## src/hw/rtl/base64_custom_alphabet_encoder_defines.svh

```systemverilog
// assertion macros for the base64 custom alphabet encoder
`ifndef BASE64_CUSTOM_ALPHABET_ENCODER_DEFINES_SVH
`define BASE64_CUSTOM_ALPHABET_ENCODER_DEFINES_SVH

// same-cycle implication, checked outside reset
`define B64E_ASSERT_NOW(name, ante, cons, msg) \
  name: assert property (@(posedge clk) disable iff (!rst_n) (ante) |-> (cons)) else $error(msg);

// next-cycle implication, checked outside reset
`define B64E_ASSERT_NEXT(name, ante, cons, msg) \
  name: assert property (@(posedge clk) disable iff (!rst_n) (ante) |=> (cons)) else $error(msg);

`endif

```

## src/hw/rtl/b64e_pkg.sv

```systemverilog
// package: types, constants and alphabet lookup for the base64 encoder
package b64e_pkg;

  localparam int unsigned B64E_QUEUE_DEPTH = 2;
  localparam logic [7:0]  CHAR_MASK        = 8'h42;
  localparam logic [7:0]  PAD_CHAR         = 8'h3D;

  // how many bytes of a group carry message data
  typedef enum logic [1:0] {
    KIND_ONE  = 2'd1,
    KIND_TWO  = 2'd2,
    KIND_FULL = 2'd3
  } grp_kind_t;

  // one 24-bit group handed from the front to the back
  typedef struct packed {
    logic [23:0] bits;
    grp_kind_t   kind;
    logic        last;
  } grp_t;

  localparam logic [7:0] ALPHABET [64] = '{
    8'h01, 8'h16, 8'h35, 8'h05, 8'h2a, 8'h21, 8'h08, 8'h28,
    8'h69, 8'h2c, 8'h09, 8'h11, 8'h33, 8'h03, 8'h10, 8'h31,
    8'h13, 8'h70, 8'h75, 8'h2d, 8'h2f, 8'h1a, 8'h72, 8'h0b,
    8'h2e, 8'h27, 8'h3b, 8'h7b, 8'h73, 8'h37, 8'h24, 8'h06,
    8'h20, 8'h12, 8'h3a, 8'h14, 8'h1b, 8'h76, 8'h23, 8'h30,
    8'h77, 8'h17, 8'h25, 8'h0f, 8'h0c, 8'h36, 8'h6d, 8'h0e,
    8'h71, 8'h00, 8'h34, 8'h38, 8'h29, 8'h04, 8'h2b, 8'h0a,
    8'h18, 8'h15, 8'h74, 8'h26, 8'h0d, 8'h32, 8'h7a, 8'h07
  };

  // 6-bit index to output character
  function automatic logic [7:0] enc6(input logic [5:0] idx);
    enc6 = ALPHABET[idx] ^ CHAR_MASK;
  endfunction

endpackage

```

## src/hw/rtl/b64e_if.sv

```systemverilog
// request channel interfaces for bytes in and characters out
interface b64e_in_if;
  logic       valid;
  logic       ready;
  logic [7:0] data_byte;
  logic       end_of_message;

  modport source (output valid, output data_byte, output end_of_message, input ready);
  modport sink   (input valid, input data_byte, input end_of_message, output ready);
endinterface

interface b64e_out_if;
  logic       valid;
  logic       ready;
  logic [7:0] code_char;
  logic       last_char;

  modport source (output valid, output code_char, output last_char, input ready);
  modport sink   (input valid, input code_char, input last_char, output ready);
endinterface

```

## src/hw/rtl/b64e_front.sv

```systemverilog
// front: gathers bytes into groups of three and classifies group endings
module b64e_front (
  input  logic           clk,
  input  logic           rst_n,
  b64e_in_if.sink        in_req,
  input  logic           q_full,
  output logic           push,
  output b64e_pkg::grp_t grp
);
  import b64e_pkg::*;

  logic [15:0] pend_r, pend_nxt;
  logic [1:0]  cnt_r, cnt_nxt;
  logic        accept;

  // a request is taken whenever the queue has room
  assign in_req.ready = !q_full;
  assign accept       = in_req.valid && in_req.ready;

  // classify the byte and build the group record
  always_comb begin
    pend_nxt  = pend_r;
    cnt_nxt   = cnt_r;
    push      = 1'b0;
    grp.bits  = {pend_r, in_req.data_byte};
    grp.kind  = KIND_FULL;
    grp.last  = in_req.end_of_message;
    if (accept) begin
      if (cnt_r == 2'd2) begin
        push    = 1'b1;
        cnt_nxt = 2'd0;
      end else if (in_req.end_of_message) begin
        push    = 1'b1;
        cnt_nxt = 2'd0;
        if (cnt_r == 2'd0) begin
          grp.bits = {in_req.data_byte, 16'h0000};
          grp.kind = KIND_ONE;
        end else begin
          grp.bits = {pend_r[15:8], in_req.data_byte, 8'h00};
          grp.kind = KIND_TWO;
        end
      end else begin
        cnt_nxt = cnt_r + 2'd1;
        if (cnt_r == 2'd0) begin
          pend_nxt = {in_req.data_byte, 8'h00};
        end else begin
          pend_nxt = {pend_r[15:8], in_req.data_byte};
        end
      end
    end
  end

  // pending state
  always_ff @(posedge clk) begin
    if (!rst_n) begin
      cnt_r  <= 2'd0;
      pend_r <= 16'h0000;
    end else begin
      cnt_r  <= cnt_nxt;
      pend_r <= pend_nxt;
    end
  end

endmodule

```

## src/hw/rtl/b64e_fifo.sv

```systemverilog
// short group queue between front and back
module b64e_fifo #(
  parameter int unsigned DEPTH = b64e_pkg::B64E_QUEUE_DEPTH
) (
  input  logic           clk,
  input  logic           rst_n,
  input  logic           push,
  input  b64e_pkg::grp_t wr_grp,
  input  logic           pop,
  output b64e_pkg::grp_t head,
  output logic           full,
  output logic           empty
);
  import b64e_pkg::*;

  localparam int unsigned PTR_W = (DEPTH > 1) ? $clog2(DEPTH) : 1;
  localparam int unsigned CNT_W = $clog2(DEPTH + 1);
  localparam logic [PTR_W-1:0] PTR_LAST = PTR_W'(DEPTH - 1);
  localparam logic [CNT_W-1:0] CNT_FULL = CNT_W'(DEPTH);

  grp_t             slot_r [DEPTH];
  logic [PTR_W-1:0] wr_ptr_r, wr_ptr_nxt;
  logic [PTR_W-1:0] rd_ptr_r, rd_ptr_nxt;
  logic [CNT_W-1:0] cnt_r, cnt_nxt;

  assign head  = slot_r[rd_ptr_r];
  assign full  = (cnt_r == CNT_FULL);
  assign empty = (cnt_r == '0);

  // pointer and fill count update
  always_comb begin
    wr_ptr_nxt = wr_ptr_r;
    rd_ptr_nxt = rd_ptr_r;
    cnt_nxt    = cnt_r;
    if (push) begin
      wr_ptr_nxt = (wr_ptr_r == PTR_LAST) ? '0 : wr_ptr_r + PTR_W'(1);
    end
    if (pop) begin
      rd_ptr_nxt = (rd_ptr_r == PTR_LAST) ? '0 : rd_ptr_r + PTR_W'(1);
    end
    if (push && !pop) begin
      cnt_nxt = cnt_r + CNT_W'(1);
    end else if (pop && !push) begin
      cnt_nxt = cnt_r - CNT_W'(1);
    end
  end

  always_ff @(posedge clk) begin
    if (!rst_n) begin
      wr_ptr_r <= '0;
      rd_ptr_r <= '0;
      cnt_r    <= '0;
    end else begin
      wr_ptr_r <= wr_ptr_nxt;
      rd_ptr_r <= rd_ptr_nxt;
      cnt_r    <= cnt_nxt;
    end
  end

  // slot storage, no reset
  always_ff @(posedge clk) begin
    if (push) begin
      slot_r[wr_ptr_r] <= wr_grp;
    end
  end

endmodule

```

## src/hw/rtl/b64e_back.sv

```systemverilog
// back: splits each group into four characters, one per cycle while the output is not stalled
module b64e_back (
  input  logic           clk,
  input  logic           rst_n,
  input  b64e_pkg::grp_t head,
  input  logic           q_empty,
  output logic           pop,
  b64e_out_if.source     out_req
);
  import b64e_pkg::*;

  grp_t       cur_r, cur_nxt;
  logic       active_r, active_nxt;
  logic [1:0] idx_r, idx_nxt;
  logic       out_valid_r, out_valid_nxt;
  logic [7:0] char_r, char_nxt;
  logic       last_r, last_nxt;
  logic       load, emit, done;
  logic [5:0] slice;
  logic       is_pad;

  assign load = !out_valid_r || out_req.ready;
  assign emit = active_r && load;
  assign done = emit && (idx_r == 2'd3);
  assign pop  = !q_empty && (!active_r || done);

  // pick the 6-bit slice for the current character, most significant first
  always_comb begin
    case (idx_r)
      2'd0:    slice = cur_r.bits[23:18];
      2'd1:    slice = cur_r.bits[17:12];
      2'd2:    slice = cur_r.bits[11:6];
      2'd3:    slice = cur_r.bits[5:0];
      default: slice = cur_r.bits[5:0];
    endcase
  end

  // padding positions depend on how many bytes the group holds
  always_comb begin
    case (cur_r.kind)
      KIND_ONE:  is_pad = idx_r[1];
      KIND_TWO:  is_pad = (idx_r == 2'd3);
      KIND_FULL: is_pad = 1'b0;
      default:   is_pad = 1'b0;
    endcase
  end

  // group sequencing and output register
  always_comb begin
    cur_nxt       = cur_r;
    active_nxt    = active_r;
    idx_nxt       = idx_r;
    out_valid_nxt = out_valid_r;
    char_nxt      = char_r;
    last_nxt      = last_r;
    if (pop) begin
      cur_nxt    = head;
      active_nxt = 1'b1;
      idx_nxt    = 2'd0;
    end else if (done) begin
      active_nxt = 1'b0;
    end else if (emit) begin
      idx_nxt = idx_r + 2'd1;
    end
    if (load) begin
      out_valid_nxt = emit;
      char_nxt      = is_pad ? PAD_CHAR : enc6(slice);
      last_nxt      = (idx_r == 2'd3) && cur_r.last;
    end
  end

  always_ff @(posedge clk) begin
    if (!rst_n) begin
      active_r    <= 1'b0;
      idx_r       <= 2'd0;
      out_valid_r <= 1'b0;
    end else begin
      active_r    <= active_nxt;
      idx_r       <= idx_nxt;
      out_valid_r <= out_valid_nxt;
    end
  end

  // payload registers, no reset
  always_ff @(posedge clk) begin
    cur_r  <= cur_nxt;
    char_r <= char_nxt;
    last_r <= last_nxt;
  end

  assign out_req.valid     = out_valid_r;
  assign out_req.code_char = char_r;
  assign out_req.last_char = last_r;

endmodule

```

## src/hw/rtl/base64_custom_alphabet_encoder.sv

```systemverilog
// top level of the streaming base64 encoder with custom alphabet
//
//   channel   direction  payload                        request when
//   in_req    sink       data_byte[7:0], end_of_message  valid && ready
//   out_req   source     code_char[7:0], last_char       valid && ready
//
// a byte is taken each cycle while the group queue has room; the front
// holds up to two bytes and hands on each finished group in that cycle
// every group leaves as four characters, one per cycle from the output
// register while the output is free-running; the back sets the rate;
// bytes keep coming while up to QUEUE_DEPTH groups wait behind a stalled
// output; synchronous active-low reset empties all
`include "base64_custom_alphabet_encoder_defines.svh"

module base64_custom_alphabet_encoder #(
  parameter int unsigned QUEUE_DEPTH = b64e_pkg::B64E_QUEUE_DEPTH
) (
  input  logic       clk,
  input  logic       rst_n,
  b64e_in_if.sink    in_req,
  b64e_out_if.source out_req
);
  import b64e_pkg::*;

  grp_t grp;
  grp_t head;
  logic push;
  logic pop;
  logic q_full;
  logic q_empty;
  logic eom_take;

  // byte gathering and group classification
  b64e_front u_front (
    .clk    (clk),
    .rst_n  (rst_n),
    .in_req (in_req),
    .q_full (q_full),
    .push   (push),
    .grp    (grp)
  );

  // group queue
  b64e_fifo #(
    .DEPTH (QUEUE_DEPTH)
  ) u_fifo (
    .clk    (clk),
    .rst_n  (rst_n),
    .push   (push),
    .wr_grp (grp),
    .pop    (pop),
    .head   (head),
    .full   (q_full),
    .empty  (q_empty)
  );

  // character generation
  b64e_back u_back (
    .clk     (clk),
    .rst_n   (rst_n),
    .head    (head),
    .q_empty (q_empty),
    .pop     (pop),
    .out_req (out_req)
  );

  // end of message request taken this cycle
  assign eom_take = in_req.valid && in_req.ready && in_req.end_of_message;

  // checks
  `B64E_ASSERT_NOW(a_push_room, push, !q_full, "group pushed into a full queue")
  `B64E_ASSERT_NOW(a_eom_push, eom_take, push, "end of message request produced no group")
  `B64E_ASSERT_NEXT(a_push_lands, push && !pop, !q_empty, "pushed group not visible in queue")
  `B64E_ASSERT_NOW(a_pop_nonempty, pop, !q_empty, "group popped from an empty queue")

endmodule

```

## src/flat_wrapper.sv

```systemverilog
// flat-port wrapper written by rule: the top's interface ports become plain ports
module base64_custom_alphabet_encoder_flat import b64e_pkg::*;
#(
  parameter int unsigned QUEUE_DEPTH = b64e_pkg::B64E_QUEUE_DEPTH
)
  (clk, rst_n, in_req_valid, in_req_data_byte, in_req_end_of_message, in_req_ready, out_req_valid, out_req_code_char, out_req_last_char, out_req_ready);
  b64e_in_if in_req_i ();
  b64e_out_if out_req_i ();
  input  logic clk;
  input  logic rst_n;
  input wire logic [$bits(in_req_i.valid)-1:0] in_req_valid;
  input wire logic [$bits(in_req_i.data_byte)-1:0] in_req_data_byte;
  input wire logic [$bits(in_req_i.end_of_message)-1:0] in_req_end_of_message;
  output wire logic [$bits(in_req_i.ready)-1:0] in_req_ready;
  output wire logic [$bits(out_req_i.valid)-1:0] out_req_valid;
  output wire logic [$bits(out_req_i.code_char)-1:0] out_req_code_char;
  output wire logic [$bits(out_req_i.last_char)-1:0] out_req_last_char;
  input wire logic [$bits(out_req_i.ready)-1:0] out_req_ready;
  assign in_req_i.valid = in_req_valid;
  assign in_req_i.data_byte = in_req_data_byte;
  assign in_req_i.end_of_message = in_req_end_of_message;
  assign in_req_ready = in_req_i.ready;
  assign out_req_valid = out_req_i.valid;
  assign out_req_code_char = out_req_i.code_char;
  assign out_req_last_char = out_req_i.last_char;
  assign out_req_i.ready = out_req_ready;
  base64_custom_alphabet_encoder #(.QUEUE_DEPTH(QUEUE_DEPTH)) u_core (.clk(clk), .rst_n(rst_n), .in_req(in_req_i), .out_req(out_req_i));
endmodule
```

## config.mk

```make
export PLATFORM = sky130hd
export DESIGN_NAME = base64_custom_alphabet_encoder_flat
export DESIGN_NICKNAME = d
export VERILOG_FILES = /design/src/hw/rtl/b64e_pkg.sv /design/src/hw/rtl/b64e_if.sv /design/src/hw/rtl/b64e_front.sv /design/src/hw/rtl/b64e_fifo.sv /design/src/hw/rtl/b64e_back.sv /design/src/hw/rtl/base64_custom_alphabet_encoder.sv /design/src/flat_wrapper.sv
export VERILOG_INCLUDE_DIRS = /design/src /design/src/hw/rtl
export SDC_FILE = /design/constraint.sdc
export NUM_CORES = 1
export LEC_CHECK = 0
export ABC_AREA = 1
export BUFFER_PORTS_ARGS = -buffer_cell sky130_fd_sc_hd__buf_2
export CELL_PAD_IN_SITES_DETAIL_PLACEMENT = 0
export CELL_PAD_IN_SITES_GLOBAL_PLACEMENT = 1
export CORE_MARGIN = 4
export CORE_UTILIZATION = 45
export CTS_CLUSTER_DIAMETER = 80
export DETAILED_ROUTE_END_ITERATION = 10
export PLACE_DENSITY_LB_ADDON = 0.2
export SETUP_SLACK_MARGIN = 0.2
export SYNTH_ARGS = -nofsm -noshare
export SYNTH_HDL_FRONTEND = slang
export SYNTH_SLANG_ARGS = --single-unit
```

## constraint.sdc

```tcl
create_clock -name clk -period 3 [get_ports clk]
set_input_delay 0.3 -clock clk [delete_from_list [all_inputs] [get_ports clk]]
set_output_delay 0.3 -clock clk [all_outputs]
set_load 0.005 [all_outputs]
```

==> impl_results.md <==
* Insertion delay to the later sink of the worst-skew pair at between 0.4 and 0.5 ns
* Final hold slack at ~0.15 ns
* Die H at around 120 um
* Top FF cell, synth: edfxtp_1
* PwrDens at approximately 1200 nW/um2
* Worst endpoint required time at 3.15 ns
* # setup viols final at 0
* Layout cell share with drive strength beyond 1 at between 10% and 20%
* Drt initial violations at between 300 and 400
* CP Capture Type: flip-flop
* Critical path startpoint category: flip-flop
* Seq/Total Area, Yosys at 55.90%
* Critical path's slowest cell: dfxtp_1
* CTS buffer count at 17
* Place WS at roughly 0.18 ns
* Worst Reg-to-Reg Cells at 14
* Worst vdd ir at roughly 0.43 mV
* Clk network pwr share at between 20% and 30%
* Max-slew violations at 0
* Max-cap violations at 0
* Post-Syn Area at approximately 5700 um2
* Crit path buf inv count at 4
* Ranking of synthesized cells by area: edfxtp_1 47%, nand2_1 14%, dfxtp_1 9.1%, ha_1 4.2%, nand3_1 3.7%
* Skew final at 0.004702 ns
* Via count at between 4000 and 5000
* Static Leakage at roughly 2.8 nW
* Global route total overflow at 0
* RR Startpoint: u_core.u_back.idx_r[1]$_SDFFE_PP0P_
* Cell count after synthesis at between 600 and 700
* Class of the worst hold path: input pin to flip-flop
* Number of global-route vias before repair at 4000
* DRT Wirelength at between 10000 and 15000 um
* Routed len/inst at approximately 14 um
* Crit Path Category: flip-flop to flip-flop
* Initial antenna violation count at 0
* Post-synth EDFFs at 89
* Full die area at around 15000 um2
* Fin cells at between 800 and 900
* Mapped Avg Cell Area at 9.168 um2
* Final Cycle Share at 84.18%
* Distinct cells, synth at 35
* Net Sw Frac at 39.41%
* Die X-Extent at between 100 and 150 um
* Most frequent cells in the layout: 208 x nand2_1, 89 x edfxtp_1, 53 x inv_1
* Final net count at between 600 and 700
* Final instance area at 6548 um2
* Pint at ~4.7 mW
* Setup slack after layout at between 0.4 and 0.5 ns
* R2r setup slk at ~0.47 ns
* Status: finished clean
* First-pass GRT wire length at between 15000 and 20000 um
* Area post-placement at slightly below 6000 um2
* Utilization after layout at roughly 54%
* R2r endpoint: u_core.u_back.out_req.code_char[0]$_SDFFCE_PP1N_
* Vias/cell at roughly 5
* Hold-fix buffers, CTS at 0
* Root buf cell: clkbuf_16
* Worst slew pin tran at between 1 and 1.5 ns
* H-tree levels at 4
* ANT nets after route at 0
* First-pass DRT Iterations at 5
* Cell taking the most area after synthesis: edfxtp_1
* Crit Path Max Fanout at 12
* CTS Buffer Depth at 2
* I/O Buffers at 22
* Power consumption at just under 8 mW
* Clock slew seen by the registers of the worst setup and hold paths at about 0.05 ns
* Placed Cells at 792
* Core area at 12210 um2
* Critical path cell sequence: inv_1 > ha_1 > inv_4 > nand2_1 > o21bai_4 > inv_1 > ha_2 > inv_1 > nand2_4 > nand3_1 > nand2_1 > nand2_1 > nand3_1 > nand3_1
* Sequential share of power at 31.2%
* Slew margin rel. at 28.85%
* Ys Warns at 0
* Sink Count at approximately 120
* Critical Path AT at 2.68 ns
* Commonest non-fill, non-tap cell in the layout: nand2_1
* Initial Util at a little under half
* Critical Path Start: u_core.u_back.idx_r[1]$_SDFFE_PP0P_
* Setup TNS at 0 ns
* CTS tree: done
* Top cell type's share of synthesized area at a little under half
* I/O pin total at 24
* Worst path max stage delay at approximately 0.40 ns
* Flops & latches, synth at 115
* P&R area growth vs syn at 14.63%
* DP Wirelength at about 8300 um
* Core Rows at 40
* Final hold vios at 0
* Clock period minus worst slack at 2.525 ns
* Combinational share of power at between 40 and 50%
* Max Freq at 396.0 MHz
* Crit path depth at 14
* P_sw at between 3 and 4 mW
* Gpl congestion at approximately 0.91
* DRC viols at 0
* Syn Nets at 655
* Ant diodes at 0
* Gr usage total at between 10% and 20%
* Top cell family by delay on the critical path: adder cells
* Critical Path End: u_core.u_back.out_req.code_char[0]$_SDFFCE_PP1N_
* Pin count of the biggest net entering global routing at 30
* Async set-reset flop share out of synthesis at 0%
* RSZ-0062 raised after global routing: no
[area by class of cell]
class	count	area, um2
Clock inverter	14	185.2
Clock buffer	18	429.2
Sequential cell	115	3193
Timing Repair Buffer	29	162.7
Fill cell	1158	5664
Tap cell	168	210.2
Inverter	60	227.7
Multi-Input combinational cell	423	2140
[cells in the mapped netlist, types with 2 or more instances]
library cell	number
ha_1	19
inv_1	53
o21ai_0	29
clkbuf_1	8
inv_2	7
buf_6	8
o21ai_1	14
buf_2	5
nand4_1	3
nor2_4	3
nor2_2	2
nor2_8	2
nand2_1	208
nand3_2	2
a21oi_1	33
nand2_2	9
a22o_1	2
nand2_4	3
o211ai_1	2
nand3_1	42
buf_4	2
nor2_1	41
edfxtp_1	89
dfxtp_1	26
[how the worst min path moves through the flow]
| stage | from | to | slack, ns | cells after the start |
|---|---|---|---|---|
| after CTS | in_req_end_of_message | u_core.u_fifo.slot_r[0][0]$_DFFE_PP_ | 0.12 | 1 |
| after global routing | in_req_end_of_message | u_core.u_fifo.slot_r[0][0]$_DFFE_PP_ | 0.14 | 1 |
| after floorplan | in_req_end_of_message | u_core.u_fifo.slot_r[0][0]$_DFFE_PP_ | 0.40 | 0 |
| final | in_req_end_of_message | u_core.u_fifo.slot_r[0][0]$_DFFE_PP_ | 0.15 | 1 |
| after global placement | u_core.u_front.pend_r[2]$_SDFFE_PN0P_ | u_core.u_front.pend_r[2]$_SDFFE_PN0P_ | 0.44 | 2 |
| after detailed placement | u_core.u_front.pend_r[2]$_SDFFE_PN0P_ | u_core.u_front.pend_r[2]$_SDFFE_PN0P_ | 0.44 | 2 |
[logic make-up (layout without fill, tap and decap cells)]
kind of cell             count (synthesis)  in the layout  synth area share (%)
flip-flops                             115            115                 55.90
adder cells (fa/ha/maj)                 19             19                 4.162
buffers and inverters                   85            121                 7.075
AO/OA/AOI/OAI                           85             85                 8.171
other                                    1              1               0.06565
AND/OR/NAND/NOR                        318            318                 24.62
[worst register-to-register path, cell delays in order (launching register included)]
cell	delay (ns)
dfxtp_1	0.40
inv_1	0.09
ha_1	0.23
inv_4	0.17
nand2_1	0.12
o21bai_4	0.16
inv_1	0.14
ha_2	0.40
inv_1	0.08
nand2_4	0.09
nand3_1	0.08
nand2_1	0.11
nand2_1	0.06
nand3_1	0.08
nand3_1	0.07
[layer usage]
layer  routed length [um]  track usage, %  up-vias
met2                 5798           29.41       73
li1                     -               -     2095
met5                    0               0        -
met4                  437           9.632        0
met1                 5283           21.61     1879
met3                  381           4.677       31
[repair_timing]
item	in CTS	in global routing
gates resized for setup	2	3
pin swaps	0	2
buffers inserted	0	3
endpoints found under the setup margin	1	7
[power by group through the flow]
stage | clock network, mW | logic, mW | registers, mW
2_1_floorplan | 0 | 2.61 | 2.40
3_3_place_gp | 0 | 3.20 | 2.48
3_5_place_dp | 0 | 3.18 | 2.48
4_1_cts | 2.12 | 3.21 | 2.45
5_1_grt | 2.20 | 3.76 | 2.48
6_report | 2.08 | 3.29 | 2.44
[registers in the layout, summed over array words and instances, names as in the netlist]
name	flops
u_core.u_fifo.slot_r	54
u_core.u_back.cur_r	27
u_core.u_front.pend_r	16
u_core.u_back.out_req.code_char	7
u_core.u_back.idx_r	2
u_core.u_fifo.cnt_r	2
u_core.u_front.cnt_r	2
u_core.u_back.active_r	1
u_core.u_back.out_req.last_char	1
u_core.u_back.out_req.valid	1
u_core.u_fifo.rd_ptr_r	1
u_core.u_fifo.wr_ptr_r	1
Note: power is estimated with default switching activity, not from simulation.
